==> src/sv/srrc_pkg.sv <==
`timescale 1ns / 1ps
// Shared types and constants of the slotted resource reservation calendar.
package srrc_pkg;

  localparam int SRRC_NUM_SLOTS = 256;

  localparam int TIME_W  = 32;
  localparam int SCALE_W = 16;
  localparam int CFG_W   = 32;
  localparam int ACT_W   = 2;

  typedef enum logic [ACT_W-1:0] {
    ACT_CHECK   = 2'd0,
    ACT_INSERT  = 2'd1,
    ACT_FORCE   = 2'd2,
    ACT_ADVANCE = 2'd3
  } action_t;

  localparam logic REG_SCALE    = 1'b0;
  localparam logic REG_CAPACITY = 1'b1;

  typedef enum logic [2:0] {
    ST_CLEAR,
    ST_IDLE,
    ST_GO,
    ST_WAIT,
    ST_PLAN,
    ST_WALK,
    ST_FIN,
    ST_DONE
  } state_t;

endpackage

==> src/sv/srrc_div.sv <==
`timescale 1ns / 1ps
// Restoring divider that produces one quotient bit per cycle.
module srrc_div
  import srrc_pkg::*;
#(
  parameter int DVS_W = SCALE_W
) (
  input  logic              clk,
  input  logic              rst,
  input  logic              go,
  input  logic [TIME_W-1:0] dividend,
  input  logic [DVS_W-1:0]  divisor,
  output logic              done,
  output logic [TIME_W-1:0] quotient,
  output logic [DVS_W-1:0]  remainder
);

  localparam int CNT_W = $clog2(TIME_W + 1);

  logic [CNT_W-1:0] count;
  logic             run;
  logic [DVS_W:0]   trial;
  logic             fits;

  // The partial remainder stays below the divisor, so one extra bit is enough.
  assign trial = {remainder, quotient[TIME_W-1]};
  assign fits  = trial >= {1'b0, divisor};

  always_ff @(posedge clk) begin
    if (rst) begin
      count <= '0;
      run   <= 1'b0;
      done  <= 1'b0;
    end else begin
      done <= 1'b0;
      if (go) begin
        count <= CNT_W'(TIME_W);
        run   <= 1'b1;
      end else if (run) begin
        count <= count - CNT_W'(1);
        if (count == CNT_W'(1)) begin
          run  <= 1'b0;
          done <= 1'b1;
        end
      end
    end
  end

  always_ff @(posedge clk) begin
    if (go) begin
      quotient  <= dividend;
      remainder <= '0;
    end else if (run) begin
      quotient  <= {quotient[TIME_W-2:0], fits};
      remainder <= fits ? DVS_W'(trial - {1'b0, divisor}) : DVS_W'(trial);
    end
  end

endmodule

==> config.mk <==
export PLATFORM = sky130hd
export DESIGN_NAME = srrc_div
export DESIGN_NICKNAME = d
export VERILOG_FILES = /design/src/sv/srrc_pkg.sv /design/src/sv/srrc_div.sv
export SDC_FILE = /design/constraint.sdc
export NUM_CORES = 1
export LEC_CHECK = 0
export ABC_CLOCK_PERIOD_IN_PS = 2600
export BUFFER_PORTS_ARGS = -buffer_cell sky130_fd_sc_hd__buf_2
export CAP_MARGIN = 15
export CORE_MARGIN = 3
export CORE_UTILIZATION = 47
export DETAILED_ROUTE_END_ITERATION = 8
export GPL_ROUTABILITY_DRIVEN = 1
export PLACE_DENSITY = 0.77
export SLEW_MARGIN = 5
export SYNTH_ARGS = -nofsm -noshare
export SYNTH_HDL_FRONTEND = slang
export SYNTH_SLANG_ARGS = --single-unit
==> constraint.sdc <==
create_clock -name clk -period 2.6 [get_ports clk]
set_input_delay 0.65 -clock clk [delete_from_list [all_inputs] [get_ports clk]]
set_output_delay 0.65 -clock clk [all_outputs]
set_load 0.02 [all_outputs]
==> qor.yml <==
cts_made_buffers: 5
cts_hold_buffers: 0
power-per-cell-area_nw_per_um2: 568
synthesis.nets: 382
routed-via-count: 2725
yosys_synthesis_warning_count: 0
number_of_filler_instances_in_the_final_layout: 552
clk_pin_slew_worst_paths_ps: 100
grt_max_degree: 40
floorplan.rows: 29
syn-cell-area_um2: 3300
ios: 100
flow.area_growth_from_synthesis_pct: 26.7
final.min_clock_period_ps: 2400
drt_drc_violations_left: 0
maxClockFrequency_mhz: 417
initial_utilization_pct: 50.2
global_route.usage.total_pct: 18.4
yosysUniqueCellTypes: 47
timing.hold.worst.class: "flip-flop to flip-flop"
vias_in_the_first_global_route: 2634
layout_commonest_cell: "sky130_fd_sc_hd__buf_2"
rr_endpoint: "remainder[12]"
antenna_violations_before_repair: 0
p_comb_share_pct: 33.6
seq_power_share_pct: 46.1
ctsResizeCount: 0
grt_first_pass_wirelength_um: 12500
regArea_um2: 1440
outcome: "finished clean"
yosys-top-cells-area: "sky130_fd_sc_hd__edfxtp_1 29%, sky130_fd_sc_hd__dfxtp_1 15%, sky130_fd_sc_hd__mux2_2 11%, sky130_fd_sc_hd__ha_1 6.8%, sky130_fd_sc_hd__mux2i_1 3.6%"
critPathKind: "input port to flip-flop"
slew-limit-headroom_pct: 68.9
reg2regPathDepth: 11
cts.repair_timing.setup_buffer_count: 0
avgSynthCellArea_um2: 10.6
worstPathArrival_ps: 2570
worst-slew-pin-transition_ps: 466
design.die.area_um2: 8050
synth.yosys.seq_area_share_pct: 43.7
ant_nets: 0
critical_path.reg2reg.startpoint: "quotient[31]"
path_max_fanout: 7
async_flop_share_pct: 0
yosys.area.top_type_share_pct: 29.2
fin_total_pwr_uw: 2370
cap_violations: 0
hpwlAfterDp_um: 5730
p_leak_uw: 0.00191
viasPerCell: 5.13
routed_wl_um: 7420
hp-start: "count[1]"
avgRoutedWirePerCell_um: 14.0
finalClockSkew_ps: 10.5
worst-endpoint-required_ps: 2780
n_diodes: 0
dominantRegCellSynth: "sky130_fd_sc_hd__edfxtp_1"
finalCritPeriodShare_pct: 92.2
setup_violations: 0
hold_worst_path_end: "count[1]"
layout.cells.most_common_list: "99 x sky130_fd_sc_hd__buf_2, 34 x sky130_fd_sc_hd__buf_4, 32 x sky130_fd_sc_hd__mux2_2, 32 x sky130_fd_sc_hd__edfxtp_1"
p_int_uw: 1600
holdWs_ps: 491
vdd_drop_max_mv: 0.339
switchingPower_uw: 775
synth_top_area_cell: "sky130_fd_sc_hd__edfxtp_1"
fp.coreArea_um2: 6570
timing.hold.worst_path_depth: 2
multi_input_area_um2: 1690
num-nets-final: 507
crit_path_capture_type: "flip-flop"
dr.first_iter.drc_count: 129
regToRegSetupSlack_ps: 280
placement.io_buffers: 99
share_clk_of_total_power_pct: 20.3
gp_routability_congestion: 0.840
grt_setup_unrepaired: "no"
crit_path_start: "divisor[1]"
finalMaxSlewViolations: 0
floorplan.die.width_um: 89.7
clk_latency_ps: 310
grt-ovfl-total: 0
synth_enable_flop_cells: 32
timing_hold_violations_final: 0
ys_seq_elements: 56
clock-root-buffer: "sky130_fd_sc_hd__clkbuf_8"
cts_sinks: 56
die-height_um: 89.7
drive_above_1_share_pct: 40.6
syn_inst: 312
switching_share_pct: 32.7
cts-htree-levels: 2
number_of_iterations_in_the_first_detailed_routing_pass: 4
cts_tree: "yes"
crit_path_start_kind: "input port"
clock_path_buffers: 2
-- metal layers --
layer | wire (µm) | GRT usage [%]
met4 | 83 | 5.87
met1 | 3240 | 24.2
met3 | 340 | 2.42
met5 | 0 | 0
met2 | 3750 | 31.5
-- critical path, cell delays in order --
cell and delay, ps:
sky130_fd_sc_hd__buf_2 120, sky130_fd_sc_hd__inv_1 50, sky130_fd_sc_hd__ha_1 290, sky130_fd_sc_hd__nand2b_1 120, sky130_fd_sc_hd__a211oi_4 280, sky130_fd_sc_hd__o21ai_2 130
sky130_fd_sc_hd__o221a_4 250, sky130_fd_sc_hd__o21ai_4 130, sky130_fd_sc_hd__buf_4 210, sky130_fd_sc_hd__mux2i_1 240, sky130_fd_sc_hd__a211oi_1 90
-- power by group through the flow --
stage / clock [µW] / combinational [µW] / sequential, µW
final: 482 / 797 / 1090
after floorplan: 0 / 435 / 1200
after CTS: 498 / 802 / 1090
after global routing: 531 / 872 / 1110
after global placement: 0 / 784 / 1110
after detailed placement: 0 / 797 / 1110
-- final cells by class --
class,count,area share [%]
clock buffer,6,1.74
clock inverter,2,0.389
inverter,24,2.16
multi-input combinational,217,40.4
sequential,56,34.5
tap,93,2.79
timing repair buffer,133,18.0
-- worst max path at each step --
stage,slack (ps),to,cells past startpoint
finish,200,remainder[9],11
global route,20,remainder[14],11
CTS,220,remainder[9],11
detailed placement,-80,remainder[9],11
global placement,-40,remainder[6],11
floorplan,70,quotient[0],8
-- cell usage after synthesis, types with 2 or more instances --
master / count
sky130_fd_sc_hd__a211oi_1: 14
sky130_fd_sc_hd__a21o_1: 7
sky130_fd_sc_hd__a21oi_1: 18
sky130_fd_sc_hd__buf_1: 5
sky130_fd_sc_hd__buf_2: 2
sky130_fd_sc_hd__clkbuf_1: 7
sky130_fd_sc_hd__dfxtp_1: 24
sky130_fd_sc_hd__edfxtp_1: 32
sky130_fd_sc_hd__ha_1: 18
sky130_fd_sc_hd__inv_1: 24
sky130_fd_sc_hd__mux2_2: 32
sky130_fd_sc_hd__mux2i_1: 12
sky130_fd_sc_hd__nand2_1: 16
sky130_fd_sc_hd__nand2b_1: 6
sky130_fd_sc_hd__nand4_1: 5
sky130_fd_sc_hd__nor2_1: 24
sky130_fd_sc_hd__nor3_1: 7
sky130_fd_sc_hd__nor4_1: 5
sky130_fd_sc_hd__o211ai_1: 4
sky130_fd_sc_hd__o21ai_0: 7
sky130_fd_sc_hd__xnor2_1: 10
sky130_fd_sc_hd__xor2_1: 8
-- logic make-up after synthesis --
kind of cell               share of synthesized area (%)
buffers and inverters                               5.01
DFF                                                 43.7
adders and majority gates                           7.44
and+or+nand+nor                                     10.4
xor gates and xnor gates                            4.78
AOI/OAI and AO/OA                                   14.1
muxes                                               14.6
-- registers in the layout, summed over array words and instances, names as in the netlist --
register and count:
remainder 16, count 6, quotient 32, done 1, run 1
-- per-stage QoR --
step           util (%)  area [µm²]  setup slack (ps)  TNS (ps)  cells
3_5_place_dp       62.2        4090             -84.6      -605    523
4_1_cts            63.6        4180               221         0    531
2_1_floorplan         -        3300              66.5         0    312
3_3_place_gp       62.2        4090             -36.1      -200    523
6_report           63.6        4180               204         0    531
5_1_grt            63.6        4180              22.6         0    531
Power figures use the tool's default switching activity.
